[config.mk]
export PLATFORM = sky130hd
export DESIGN_NAME = tpid_regs
export DESIGN_NICKNAME = d
export VERILOG_FILES = /design/src/design/tpid_pkg.sv /design/src/design/tpid_regs.sv
export SDC_FILE = /design/constraint.sdc
export NUM_CORES = 1
export LEC_CHECK = 0
export ABC_AREA = 1
export BUFFER_PORTS_ARGS = -buffer_cell sky130_fd_sc_hd__buf_2
export CORE_AREA = 5 5 147 149
export DETAILED_ROUTE_END_ITERATION = 10
export DIE_AREA = 0 0 152 154
export HOLD_SLACK_MARGIN = 0.1
export PLACE_DENSITY = 0.78
export SYNTH_ARGS = -nofsm -noshare
export SYNTH_HDL_FRONTEND = slang
export SYNTH_SLANG_ARGS = --single-unit
export TNS_END_PERCENT = 20
[constraint.sdc]
create_clock -name clk -period 1.6 [get_ports clk]
set_input_delay 0.32 -clock clk [delete_from_list [all_inputs] [get_ports clk]]
set_output_delay 0.32 -clock clk [all_outputs]
set_load 0.01 [all_outputs]
[src/design/tpid_pkg.sv]
package tpid_pkg;

    localparam int RATE_WIDTH  = 16;
    localparam int NUM_AXES    = 3;
    localparam int GAIN_W      = 16;
    localparam int STEP_W      = 16;
    localparam int DT_W        = 15;
    localparam int ERR_W       = RATE_WIDTH + 1;
    localparam int DE_W        = RATE_WIDTH + 2;
    localparam int ACC_W       = 32;
    localparam int EPROD_W     = ERR_W + DT_W;
    localparam int ACC_SUM_W   = ((ACC_W > EPROD_W) ? ACC_W : EPROD_W) + 1;
    localparam int PPROD_W     = GAIN_W + ERR_W;
    localparam int IPROD_W     = GAIN_W + ACC_W;
    localparam int DPROD_W     = GAIN_W + DE_W;
    localparam int DMAG_W      = DPROD_W - 1;
    localparam int P_SHIFT     = 9;
    localparam int I_SHIFT     = 29;
    localparam int D_SHIFT     = 11;
    localparam int NUM_W       = DMAG_W + D_SHIFT;
    localparam int CNT_W       = $clog2(NUM_W);
    localparam int SUM_W       = NUM_W + 2;
    localparam int DRIVE_W     = 16;
    localparam int LIMIT_W     = 15;
    localparam int ACC_LIMIT_W = 31;
    localparam int DATA_W      = 64;
    localparam int ADDR_W      = 6;
    localparam int IDX_LSB     = 3;
    localparam int IDX_W       = ADDR_W - IDX_LSB;

    localparam int AX_ROLL  = 0;
    localparam int AX_PITCH = 1;
    localparam int AX_YAW   = 2;

    localparam logic [STEP_W-1:0] STEP_MIN_US = STEP_W'(500);
    localparam logic [STEP_W-1:0] STEP_MAX_US = STEP_W'(20000);
    localparam logic [CNT_W-1:0]  DIV_LAST    = CNT_W'(NUM_W - 1);

    localparam logic [3*GAIN_W-1:0]    ROLL_GAINS_RESET  = (3*GAIN_W)'(2097);
    localparam logic [3*GAIN_W-1:0]    PITCH_GAINS_RESET = (3*GAIN_W)'(2097);
    localparam logic [3*GAIN_W-1:0]    YAW_GAINS_RESET   = (3*GAIN_W)'(1049);
    localparam logic [LIMIT_W-1:0]     CMD_LIMIT_RESET   = LIMIT_W'(11469);
    localparam logic [ACC_LIMIT_W-1:0] ACC_LIMIT_RESET   = ACC_LIMIT_W'(3200000);

    typedef enum logic [IDX_W-1:0] {
        REG_ROLL_GAINS        = 3'd0,
        REG_PITCH_GAINS       = 3'd1,
        REG_YAW_GAINS         = 3'd2,
        REG_COMMAND_LIMIT     = 3'd3,
        REG_ACCUMULATOR_LIMIT = 3'd4
    } reg_index_t;

    typedef enum logic {
        ST_IDLE,
        ST_BUSY
    } ctl_state_t;

    typedef enum logic [2:0] {
        LN_IDLE,
        LN_MUL,
        LN_ACC,
        LN_DIV,
        LN_SUM,
        LN_CLAMP
    } lane_state_t;

    typedef struct packed {
        logic [GAIN_W-1:0] kd;
        logic [GAIN_W-1:0] ki;
        logic [GAIN_W-1:0] kp;
    } gain_set_t;

    typedef struct packed {
        gain_set_t [NUM_AXES-1:0]  gains;
        logic [LIMIT_W-1:0]        command_limit;
        logic [ACC_LIMIT_W-1:0]    accumulator_limit;
    } cfg_t;

    typedef struct packed {
        logic                   start;
        logic                   clear;
        logic [DT_W-1:0]        dt;
        logic [RATE_WIDTH-1:0]  want;
        logic [RATE_WIDTH-1:0]  gyro;
        gain_set_t              gains;
        logic [LIMIT_W-1:0]     command_limit;
        logic [ACC_LIMIT_W-1:0] accumulator_limit;
    } lane_req_t;

    typedef struct packed {
        logic               done;
        logic [DRIVE_W-1:0] drive;
    } lane_rsp_t;

endpackage

[src/design/tpid_regs.sv]
module tpid_regs import tpid_pkg::*; (
    input  logic              clk,
    input  logic              rst_n,
    input  logic              psel,
    input  logic              penable,
    input  logic              pwrite,
    input  logic [ADDR_W-1:0] paddr,
    input  logic [DATA_W-1:0] pwdata,
    output logic [DATA_W-1:0] prdata,
    output logic              pready,
    output cfg_t              cfg
);

    reg_index_t                idx;
    logic                      wr;
    gain_set_t [NUM_AXES-1:0]  gains_reg, gains_next;
    logic [LIMIT_W-1:0]        cmd_limit_reg, cmd_limit_next;
    logic [ACC_LIMIT_W-1:0]    acc_limit_reg, acc_limit_next;

    assign pready = 1'b1;
    assign idx    = reg_index_t'(paddr[ADDR_W-1:IDX_LSB]);
    assign wr     = psel & penable & pwrite & pready;

    always_comb
    begin
        gains_next     = gains_reg;
        cmd_limit_next = cmd_limit_reg;
        acc_limit_next = acc_limit_reg;
        if (wr)
        begin
            unique case (idx)
                REG_ROLL_GAINS:        gains_next[AX_ROLL]  = pwdata[3*GAIN_W-1:0];
                REG_PITCH_GAINS:       gains_next[AX_PITCH] = pwdata[3*GAIN_W-1:0];
                REG_YAW_GAINS:         gains_next[AX_YAW]   = pwdata[3*GAIN_W-1:0];
                REG_COMMAND_LIMIT:     cmd_limit_next       = pwdata[LIMIT_W-1:0];
                REG_ACCUMULATOR_LIMIT: acc_limit_next       = pwdata[ACC_LIMIT_W-1:0];
                default: ;
            endcase
        end
    end

    always_ff @(posedge clk or negedge rst_n)
    begin
        if (!rst_n)
        begin
            gains_reg[AX_ROLL]  <= ROLL_GAINS_RESET;
            gains_reg[AX_PITCH] <= PITCH_GAINS_RESET;
            gains_reg[AX_YAW]   <= YAW_GAINS_RESET;
            cmd_limit_reg       <= CMD_LIMIT_RESET;
            acc_limit_reg       <= ACC_LIMIT_RESET;
        end
        else
        begin
            gains_reg     <= gains_next;
            cmd_limit_reg <= cmd_limit_next;
            acc_limit_reg <= acc_limit_next;
        end
    end

    always_comb
    begin
        unique case (idx)
            REG_ROLL_GAINS:        prdata = DATA_W'(gains_reg[AX_ROLL]);
            REG_PITCH_GAINS:       prdata = DATA_W'(gains_reg[AX_PITCH]);
            REG_YAW_GAINS:         prdata = DATA_W'(gains_reg[AX_YAW]);
            REG_COMMAND_LIMIT:     prdata = DATA_W'(cmd_limit_reg);
            REG_ACCUMULATOR_LIMIT: prdata = DATA_W'(acc_limit_reg);
            default:               prdata = '0;
        endcase
    end

    assign cfg = '{gains: gains_reg, command_limit: cmd_limit_reg,
                   accumulator_limit: acc_limit_reg};

endmodule

==> run summary <==
Status: complete, but fails checks
Failing checks: negative setup slack
Antenna Cells: 0
Max stage delay on crit path: 540 ps
CP Launch Type: register
Leakage: 6.67 nW
Die height: 154 um
First-pass GRT wire length: 48.6 mm
H-tree depth: 4
Overall power: 0.0143 W
Area grow syn2layout: 35.7%
Critical path cell sequence: nand4_1 > nand2_1 > nor2_1 > nand2_1 > buf_2
Cell Pwr Density: 1180 nW/um^2
HPWL Detailed: 21.1 mm
Placed Area: 10,900 um^2
Critical path required time: 1280 ps
Clk_skew: 0 ps
Pre-CTS setup slack: -165 ps
Max IR drop VDD: 591 uV
Clk pin slew, worst setup/hold paths: 70 ps
GR Overflow Total: 0
Wire per inst: 17.7 um
Most Crowded Layer GR: met2
Design Area, Final: 12,100 um^2
Relative slew margins: 0.651
Clk sink count: 190
Clock buffers created by TritonCTS: 17
Grt met3 use: 0.0571
Synth Instances: 1,120
Vias in the first global route: 9,068
Unrepaired setup endpoints after global routing: yes
Routing usage on met2: 0.432
Number of buffers and inverters on the critical path: 1
Final WS setup: -93.2 ps
CORE AREA: 20,000 um^2
Crit end category: output pin
Vias per cell: 5.36
Critical path type: register to output pin
ANT nets after route: 0
Largest register FFs: 144
Clock Tree Buf Depth: 2
IO Pins: 330
CTS tree: built
Post-Syn Area: 8940 um^2
Vias: 9,275
Worst Max-Slew Pin Slew: 524 ps
DRT iter0 DRCs: 737
Most used cell, CP: nand2_1
Clock root cell: clkbuf_16
GR Util All Layers: 0.254
Starting density of the core: 0.446
Synth warn: 0
Hold Crit Class: input port to register
Max-slew violations: 0
Max-Cap Viols: 0
Die area: 23,400 um^2
Nets: 1,524
Worst EP arrival: 1370 ps
Rows: 52
Sequential area share after synthesis: 0.535
Hold Fails Final Rpt: 0
Fmax achieved: 0.591 GHz
Share of cells above drive strength 1: 0.314
IO buf count: 293
DRC: 0
GP Congestion: 0.870
Final WL: 30.7 mm
Avg Cell Area, Syn: 7.98 um^2
Die width: 152 um
Cell variety after synth: 21
Met1 Use GR: 0.314
Clock period minus worst slack: 1690 ps
FILL cells: 1,733
Antenna violations before repair: 0
Final setup violation count: 17
Largest net degree at the start of global routing: 60
Synthesized flop and latch total: 190
Worst skew pair latency: 420 ps
Pre-Repair DR Iteration Count: 5
Largest delay share family, worst path: flip-flops
Period utilization: 1.06
Worst path slowest cell: dfstp_2
Crit Path Max Fanout: 2
[power breakdown]
part	switching (W)	internal [W]
Sequential	0.000796	0.00579
Clock	0.00198	0.00220
Combinational	0.00206	0.00149
[through the flow]
| stage | utilization | std cells | hold slack (ps) | setup TNS [ps] |
|---|---|---|---|---|
| floorplan | - | 1135 | 24.4 | -182 |
| global placement | 0.546 | 1658 | 319 | -3820 |
| detailed placement | 0.546 | 1658 | 322 | -6830 |
| CTS | 0.596 | 1725 | 101 | -2880 |
| global route | 0.606 | 1732 | 116 | -3140 |
| finish | 0.606 | 1732 | 119 | -851 |
[path summary, 6_finish.rpt]
path                                        start                end  slack [ps]  cells past startpoint
max in group asynchronous                   rst_n   cmd_limit_reg[0]         560                      3
worst max register to register  cmd_limit_reg[13]  cmd_limit_reg[13]         670                      3
min in group asynchronous                   rst_n            cfg[96]         420                      2
worst min register to register           cfg[146]           cfg[146]         490                      2
worst min-delay path                   pwdata[38]            cfg[84]         120                      3
worst max-delay path            cmd_limit_reg[10]         prdata[10]         -90                      5
[synthesized netlist by cell type]
master / count / area [um^2]
inv_2: 3 / 11.3
nor2_1: 23 / 86.3
o21ai_0: 133 / 666
buf_6: 4 / 45.0
dfrtp_1: 164 / 4100
buf_2: 16 / 80.1
inv_1: 65 / 244
nor3_4: 1 / 16.3
nand3_1: 81 / 405
o21ai_1: 62 / 310
clkinv_1: 1 / 3.75
conb_1: 2 / 7.51
buf_1: 15 / 56.3
dfstp_2: 26 / 683
nand3_2: 1 / 10.0
nand2_1: 397 / 1490
clkbuf_1: 43 / 161
nand4_1: 57 / 357
nand2_2: 3 / 18.8
buf_4: 22 / 165
nor2_8: 1 / 20.0
[metal layers]
layer | vias to the layer above | wire, um
li1 | 4276 | -
met1 | 4421 | 11800
met2 | 498 | 15300
met3 | 80 | 2650
met4 | 0 | 960
met5 | - | 0
[worst register-to-register path: stages, from the launching register on]
cell	delay [ps]
dfstp_2	540
inv_2	50
buf_4	120
o21ai_0	150
[cell usage in the layout (no fill, tap or decap), types with 3 or more instances in the layout]
master / Yosys / routed
nor2_1: 23 / 20
buf_4: 22 / 61
buf_2: 16 / 287
inv_1: 65 / 62
buf_8: 0 / 4
inv_8: 0 / 5
clkbuf_16: 0 / 19
inv_2: 3 / 3
nand2_1: 397 / 396
buf_12: 0 / 18
dfstp_2: 26 / 26
nand3_1: 81 / 77
o21ai_0: 133 / 130
nand3_2: 1 / 3
o21ai_1: 62 / 63
conb_1: 2 / 17
inv_6: 0 / 4
dlygate4sd3_1: 0 / 16
nand4_1: 57 / 57
clkinvlp_4: 0 / 3
dfrtp_1: 164 / 164
buf_6: 4 / 4
[logic make-up after synthesis]
family | synth area share
other cells | 0.000840
buf+inv | 0.0858
simple gates | 0.269
flops | 0.535
compound gates | 0.109
[timing repair]
action,CTS,global route
pin swaps,21,10
hold endpoints to repair,47,0
setup buffers,17,6
hold buffers,16,0
gates cloned,2,2
resized for setup,24,23
setup endpoints to repair,48,48
[layout make-up]
class | count | area [um^2] | area share
timing repair buffer | 395 | 2640 | 0.217
clock inverter | 15 | 151 | 0.0125
sequential | 190 | 4790 | 0.394
clock buffer | 17 | 425 | 0.0351
inverter | 69 | 284 | 0.0234
multi-input combinational | 776 | 3510 | 0.289
tap | 270 | 338 | 0.0278
No activity file was read; power rests on OpenSTA's default activity.
