==> src/design/tpid_pkg.sv <==
package tpid_pkg;

    localparam int RATE_WIDTH  = 16;
    localparam int NUM_AXES    = 3;
    localparam int GAIN_W      = 16;
    localparam int STEP_W      = 16;
    localparam int DT_W        = 15;
    localparam int ERR_W       = RATE_WIDTH + 1;
    localparam int DE_W        = RATE_WIDTH + 2;
    localparam int ACC_W       = 32;
    localparam int EPROD_W     = ERR_W + DT_W;
    localparam int ACC_SUM_W   = ((ACC_W > EPROD_W) ? ACC_W : EPROD_W) + 1;
    localparam int PPROD_W     = GAIN_W + ERR_W;
    localparam int IPROD_W     = GAIN_W + ACC_W;
    localparam int DPROD_W     = GAIN_W + DE_W;
    localparam int DMAG_W      = DPROD_W - 1;
    localparam int P_SHIFT     = 9;
    localparam int I_SHIFT     = 29;
    localparam int D_SHIFT     = 11;
    localparam int NUM_W       = DMAG_W + D_SHIFT;
    localparam int CNT_W       = $clog2(NUM_W);
    localparam int SUM_W       = NUM_W + 2;
    localparam int DRIVE_W     = 16;
    localparam int LIMIT_W     = 15;
    localparam int ACC_LIMIT_W = 31;
    localparam int DATA_W      = 64;
    localparam int ADDR_W      = 6;
    localparam int IDX_LSB     = 3;
    localparam int IDX_W       = ADDR_W - IDX_LSB;

    localparam int AX_ROLL  = 0;
    localparam int AX_PITCH = 1;
    localparam int AX_YAW   = 2;

    localparam logic [STEP_W-1:0] STEP_MIN_US = STEP_W'(500);
    localparam logic [STEP_W-1:0] STEP_MAX_US = STEP_W'(20000);
    localparam logic [CNT_W-1:0]  DIV_LAST    = CNT_W'(NUM_W - 1);

    localparam logic [3*GAIN_W-1:0]    ROLL_GAINS_RESET  = (3*GAIN_W)'(2097);
    localparam logic [3*GAIN_W-1:0]    PITCH_GAINS_RESET = (3*GAIN_W)'(2097);
    localparam logic [3*GAIN_W-1:0]    YAW_GAINS_RESET   = (3*GAIN_W)'(1049);
    localparam logic [LIMIT_W-1:0]     CMD_LIMIT_RESET   = LIMIT_W'(11469);
    localparam logic [ACC_LIMIT_W-1:0] ACC_LIMIT_RESET   = ACC_LIMIT_W'(3200000);

    typedef enum logic [IDX_W-1:0] {
        REG_ROLL_GAINS        = 3'd0,
        REG_PITCH_GAINS       = 3'd1,
        REG_YAW_GAINS         = 3'd2,
        REG_COMMAND_LIMIT     = 3'd3,
        REG_ACCUMULATOR_LIMIT = 3'd4
    } reg_index_t;

    typedef enum logic {
        ST_IDLE,
        ST_BUSY
    } ctl_state_t;

    typedef enum logic [2:0] {
        LN_IDLE,
        LN_MUL,
        LN_ACC,
        LN_DIV,
        LN_SUM,
        LN_CLAMP
    } lane_state_t;

    typedef struct packed {
        logic [GAIN_W-1:0] kd;
        logic [GAIN_W-1:0] ki;
        logic [GAIN_W-1:0] kp;
    } gain_set_t;

    typedef struct packed {
        gain_set_t [NUM_AXES-1:0]  gains;
        logic [LIMIT_W-1:0]        command_limit;
        logic [ACC_LIMIT_W-1:0]    accumulator_limit;
    } cfg_t;

    typedef struct packed {
        logic                   start;
        logic                   clear;
        logic [DT_W-1:0]        dt;
        logic [RATE_WIDTH-1:0]  want;
        logic [RATE_WIDTH-1:0]  gyro;
        gain_set_t              gains;
        logic [LIMIT_W-1:0]     command_limit;
        logic [ACC_LIMIT_W-1:0] accumulator_limit;
    } lane_req_t;

    typedef struct packed {
        logic               done;
        logic [DRIVE_W-1:0] drive;
    } lane_rsp_t;

endpackage

==> src/design/tpid_lane.sv <==
module tpid_lane import tpid_pkg::*; (
    input  logic      clk,
    input  logic      rst_n,
    input  lane_req_t req,
    output lane_rsp_t rsp
);

    lane_state_t               state_reg, state_next;
    logic signed [ERR_W-1:0]   err_reg, err_next;
    logic signed [ERR_W-1:0]   last_reg, last_next;
    logic [DT_W-1:0]           dt_reg, dt_next;
    logic signed [EPROD_W-1:0] eprod_reg, eprod_next;
    logic signed [PPROD_W-1:0] pprod_reg, pprod_next;
    logic signed [DPROD_W-1:0] dprod_reg, dprod_next;
    logic signed [IPROD_W-1:0] iprod_reg, iprod_next;
    logic signed [ACC_W-1:0]   acc_reg, acc_next;
    logic [NUM_W-1:0]          num_reg, num_next;
    logic [DT_W-1:0]           rem_reg, rem_next;
    logic [CNT_W-1:0]          cnt_reg, cnt_next;
    logic                      dneg_reg, dneg_next;
    logic signed [SUM_W-1:0]   sum_reg, sum_next;
    logic [DRIVE_W-1:0]        drive_reg, drive_next;
    logic                      done_reg, done_next;

    logic signed [ERR_W-1:0]     err_in;
    logic signed [DE_W-1:0]      de;
    logic signed [ACC_SUM_W-1:0] acc_sum;
    logic signed [ACC_SUM_W-1:0] acc_lim;
    logic [DMAG_W-1:0]           dmag;
    logic [DT_W:0]               rem_sh;
    logic signed [SUM_W-1:0]     pterm;
    logic signed [SUM_W-1:0]     iterm;
    logic signed [SUM_W-1:0]     dterm;
    logic signed [SUM_W-1:0]     out_lim;

    always_comb
    begin
        state_next = state_reg;
        unique case (state_reg)
            LN_IDLE:  if (req.start && !req.clear) state_next = LN_MUL;
            LN_MUL:   state_next = LN_ACC;
            LN_ACC:   state_next = LN_DIV;
            LN_DIV:   if (cnt_reg == DIV_LAST) state_next = LN_SUM;
            LN_SUM:   state_next = LN_CLAMP;
            LN_CLAMP: state_next = LN_IDLE;
            default:  state_next = LN_IDLE;
        endcase
    end

    always_comb
    begin
        err_in  = ERR_W'($signed(req.want)) - ERR_W'($signed(req.gyro));
        de      = DE_W'(err_reg) - DE_W'(last_reg);
        acc_sum = ACC_SUM_W'(acc_reg) + ACC_SUM_W'(eprod_reg);
        acc_lim = ACC_SUM_W'($signed({1'b0, req.accumulator_limit}));
        dmag    = dprod_reg[DPROD_W-1] ? DMAG_W'(-dprod_reg) : DMAG_W'(dprod_reg);
        rem_sh  = {rem_reg, num_reg[NUM_W-1]};
        pterm   = SUM_W'(pprod_reg >>> P_SHIFT);
        iterm   = SUM_W'(iprod_reg >>> I_SHIFT);
        dterm   = dneg_reg ? -SUM_W'($signed({1'b0, num_reg}))
                           : SUM_W'($signed({1'b0, num_reg}));
        out_lim = SUM_W'($signed({1'b0, req.command_limit}));
    end

    always_comb
    begin
        err_next   = err_reg;
        last_next  = last_reg;
        dt_next    = dt_reg;
        eprod_next = eprod_reg;
        pprod_next = pprod_reg;
        dprod_next = dprod_reg;
        iprod_next = iprod_reg;
        acc_next   = acc_reg;
        num_next   = num_reg;
        rem_next   = rem_reg;
        cnt_next   = cnt_reg;
        dneg_next  = dneg_reg;
        sum_next   = sum_reg;
        drive_next = drive_reg;
        done_next  = 1'b0;
        unique case (state_reg)
            LN_IDLE:
            begin
                if (req.start)
                begin
                    if (req.clear)
                    begin
                        acc_next   = '0;
                        last_next  = '0;
                        drive_next = '0;
                        done_next  = 1'b1;
                    end
                    else
                    begin
                        err_next = err_in;
                        dt_next  = req.dt;
                    end
                end
            end
            LN_MUL:
            begin
                eprod_next = EPROD_W'(err_reg) * EPROD_W'($signed({1'b0, dt_reg}));
                pprod_next = PPROD_W'($signed({1'b0, req.gains.kp})) * PPROD_W'(err_reg);
                dprod_next = DPROD_W'($signed({1'b0, req.gains.kd})) * DPROD_W'(de);
                last_next  = err_reg;
            end
            LN_ACC:
            begin
                priority if (acc_sum > acc_lim)
                    acc_next = ACC_W'(acc_lim);
                else if (acc_sum < -acc_lim)
                    acc_next = ACC_W'(-acc_lim);
                else
                    acc_next = ACC_W'(acc_sum);
                num_next  = {dmag, {D_SHIFT{1'b0}}};
                rem_next  = '0;
                cnt_next  = '0;
                dneg_next = dprod_reg[DPROD_W-1];
            end
            LN_DIV:
            begin
                // restoring divide, one quotient bit per cycle
                if (rem_sh >= {1'b0, dt_reg})
                begin
                    rem_next = DT_W'(rem_sh - {1'b0, dt_reg});
                    num_next = {num_reg[NUM_W-2:0], 1'b1};
                end
                else
                begin
                    rem_next = rem_sh[DT_W-1:0];
                    num_next = {num_reg[NUM_W-2:0], 1'b0};
                end
                cnt_next   = cnt_reg + 1'b1;
                iprod_next = IPROD_W'($signed({1'b0, req.gains.ki})) * IPROD_W'(acc_reg);
            end
            LN_SUM:
            begin
                sum_next = pterm + iterm + dterm;
            end
            LN_CLAMP:
            begin
                priority if (sum_reg > out_lim)
                    drive_next = DRIVE_W'(out_lim);
                else if (sum_reg < -out_lim)
                    drive_next = DRIVE_W'(-out_lim);
                else
                    drive_next = sum_reg[DRIVE_W-1:0];
                done_next = 1'b1;
            end
            default: ;
        endcase
    end

    always_ff @(posedge clk or negedge rst_n)
    begin
        if (!rst_n)
        begin
            state_reg <= LN_IDLE;
            acc_reg   <= '0;
            last_reg  <= '0;
            cnt_reg   <= '0;
            done_reg  <= 1'b0;
        end
        else
        begin
            state_reg <= state_next;
            acc_reg   <= acc_next;
            last_reg  <= last_next;
            cnt_reg   <= cnt_next;
            done_reg  <= done_next;
        end
    end

    always_ff @(posedge clk)
    begin
        err_reg   <= err_next;
        dt_reg    <= dt_next;
        eprod_reg <= eprod_next;
        pprod_reg <= pprod_next;
        dprod_reg <= dprod_next;
        iprod_reg <= iprod_next;
        num_reg   <= num_next;
        rem_reg   <= rem_next;
        dneg_reg  <= dneg_next;
        sum_reg   <= sum_next;
        drive_reg <= drive_next;
    end

    assign rsp = '{done: done_reg, drive: drive_reg};

endmodule

==> config.mk <==
export PLATFORM = sky130hd
export DESIGN_NAME = tpid_lane
export DESIGN_NICKNAME = d
export VERILOG_FILES = /design/src/design/tpid_pkg.sv /design/src/design/tpid_lane.sv
export SDC_FILE = /design/constraint.sdc
export NUM_CORES = 2
export LEC_CHECK = 0
export ABC_CLOCK_PERIOD_IN_PS = 9350
export BUFFER_PORTS_ARGS = -buffer_cell sky130_fd_sc_hd__buf_2
export CAP_MARGIN = 0
export CORE_AREA = 2 2 453 320
export CTS_CLUSTER_DIAMETER = 100
export DETAILED_ROUTE_END_ITERATION = 6
export DIE_AREA = 0 0 455 322
export PLACE_DENSITY_LB_ADDON = 0.12
export RECOVER_POWER = 25
export SLEW_MARGIN = 20
export SYNTH_ARGS = -nofsm -noshare
export SYNTH_HDL_FRONTEND = slang
export SYNTH_SLANG_ARGS = --single-unit
==> constraint.sdc <==
create_clock -name clk -period 9.35 [get_ports clk]
set_input_delay 0.4675 -clock clk [delete_from_list [all_inputs] [get_ports clk]]
set_output_delay 0.4675 -clock clk [all_outputs]
set_load 0.02 [all_outputs]
==> metrics.txt <==
syn_area_per_cell=9.161 µm²; area grow syn2layout=5.766%; Detail Placement HPWL=161.1 mm; post-synthesis xor/xnor area fraction=4.427%; max_cap viols=4; min cycle time layout=8843 ps; post-DR wirelength/cell=20.81 µm; DRT Wirelength=approximately 200 mm; Fill cells=~13,000; port bufs=161; CP Launch Type=register; Yosys top cell by area=fa_1; Max Slew Vio Count=167; TritonCTS clock tree=yes; adder-cell share of the synthesized area=around 48%; CP endpoint kind=register; largest family of logic cells by synthesized area=adder cells; Unique masters post-synth=82; slew margin rel.=-144.0%; total negative slack=0 ps; sequential area share after synthesis=13.27%; period utilization=94.58%; # IOs=162; failing checks=capacitance limit, slew limit; Clock Latency Late Sink=approximately 600 ps; Tightest Hold Check Type=in2reg; flops & latches, synth=322; CP max FO=5; CTS buffer count=36; Synth Warn #=0; Root Driver=clkbuf_16; Synth async-reset ratio=18.32%; GP Congestion=0.9397; CP top delay family=adder cells; via count=52,590; largest net degree at the start of global routing=86; EDFF count, synth=263; initial DRC count=approximately 4,300; crit-path max cell delay=540 ps; syn nets=9,782; # rows=116; grt ovf=0; clock buffer depth=3; DR DRC count=0; DRT antenna net count=0; Die Wd=455 µm; Synth Area in Compound Gates=8.311%; RSZ-0062 raised after global routing=no; via/cell ratio=5.453; full die area=approximately 0.15 mm²; Clock Sinks=322; Core ar.=between 0.1 and 0.15 mm²; Starting Density=49.71%; Syn Inst Count=between 7,000 and 8,000; Cell Area, Synth=roughly 0.07 mm²; depth of the CTS H-tree=2; Total GRT Usage=28.34%; vias in the first global route=54,070; outcome=finished with violations; top cells by area, synth=fa_1 36%, ha_1 12%, edfxtp_1 11%; number of flip-flops in the largest register=46; Fin. Hold Viols=0; worst path bufs/invs=3; Die Y=322 µm; critical path type=reg2reg; post-synthesis mux area share=0.5828%; fin nets=between 9,000 and 10,000; antenna violations before repair=17; share of cells above drive strength 1=4.157%; clock-pin transition on the worst setup and hold timing paths=80 ps; Achievable Freq=about 110 MHz; post-synth top area share=36.14%; Layout Skew=38.54 ps; top_reg_cell synth=edfxtp_1; Worst-Margin Slew=3660 ps; final setup fails=0; first-pass GRT wire length=319.1 mm; simple-gate portion of the synthesized area=15.19%; most used cell, CP=fa_1; slowest cell on the critical path=fa_1; First-pass DRT Iterations=6; worst path arrival time=about 9000 ps; data required time of the worst path=9660 ps
-- Yosys cell counts (all sizes together), types with 34 or more instances --
library cell,count
inv,1700
nor2,205
nand4,48
o21ai,205
edfxtp,263
o21a,34
xnor2,224
nand3,72
ha,652
nor3,77
nand2b,62
clkbuf,277
xor2,133
a211oi,44
a21oi,232
dfrtp,59
and3,52
nor2b,74
fa,1275
a21o,125
and2,543
nand2,937
-- layout make-up --
cell class,count,area [µm²],area share [%]
clock buffers,42,965.9,1.293
multi-input cells,5407,53890,72.14
repair buffers,252,1445,1.934
well taps,1888,2362,3.162
inverters,1700,6381,8.542
flip-flops and latches,322,9374,12.55
diodes,10,25.02,0.03350
clock inverters,23,257.7,0.3450
-- worst paths after layout --
kind,to,from,depth (start not counted),slack (ps)
max,dprod_reg[32],err_reg[1],30,510
min,dt_reg[7],req[133],1,70
max reg2reg,dprod_reg[32],err_reg[1],30,510
min reg2reg,last_reg[11],last_reg[11],1,500
max in group asynchronous,acc_reg[4],rst_n,3,5100
min in group asynchronous,last_reg[13],rst_n,2,390
-- per-stage QoR --
| step | cell area [µm²] | setup WS (ps) | util, % | cells | hold WS [ps] |
|---|---|---|---|---|---|
| 2_1_floorplan | 70630 | 420.3 | - | 7710 | 171.9 |
| 3_3_place_gp | 73420 | 322.1 | 51.67 | 9565 | 301.9 |
| 3_5_place_dp | 73420 | 185.8 | 51.67 | 9565 | 298.1 |
| 4_1_cts | 74660 | 129.0 | 52.54 | 9631 | 14.14 |
| 5_1_grt | 74690 | 19.92 | 52.57 | 9638 | 41.35 |
| 6_report | 74710 | 506.9 | 52.58 | 9644 | 65.43 |
-- worst register-to-register path, delay by kind of cell, from the launching register on --
kind | cells | cell delay (ps)
adders and majority gates | 8 | 3680
xor gates and xnor gates | 2 | 540
buffers and inverters | 3 | 150
AOI/OAI and AO/OA | 14 | 3290
DFF | 1 | 460
and+or+nand+nor | 3 | 510
-- placed cells by master, fill, tap and decap left out, drive strengths merged, types with 25 or more instances in the layout --
master and instances:
inv 1709, and2 543, nand3 72, o21a 34, nand2 937, a21oi 232, o31ai 30, clkbuf 73
nor2 205, nand4 48, xnor2 224, or3 33, a211oi 44, a21o 125, nor2b 74, edfxtp 263
nand2b 62, o21bai 25, o21ai 205, mux2i 31, nor3 77, fa 1275, and3 52, xor2 133
a22o 25, buf 220, ha 652, dfrtp 59
-- kinds of logic after synthesis --
logic type / Yosys count
buf+inv: 1981
compound gates: 902
flops: 322
simple gates: 2181
mux: 40
fa+ha+maj: 1927
xor+xnor: 357
-- what timing repair did --
item	4_1_cts	5_1_grt
buffers inserted	0	1
resized for setup	0	12
hold buffers	1	0
endpoints found under the setup margin	0	6
endpoints found under the hold margin	7	0
-- metal layers --
| metal | global-route usage (%) | up-vias | share of wire [%] |
|---|---|---|---|
| li1 | - | 24050 | - |
| met1 | 44.02 | 26590 | 48 |
| met2 | 42.45 | 1778 | 43 |
| met3 | 4.192 | 171 | 7.8 |
| met4 | 4.327 | 4 | 1.7 |
| met5 | 0 | - | 0.013 |
Power is left out: the tool's default activity adds up to more than one toggle a clock period on the data nets, which glitch-free logic cannot reach.
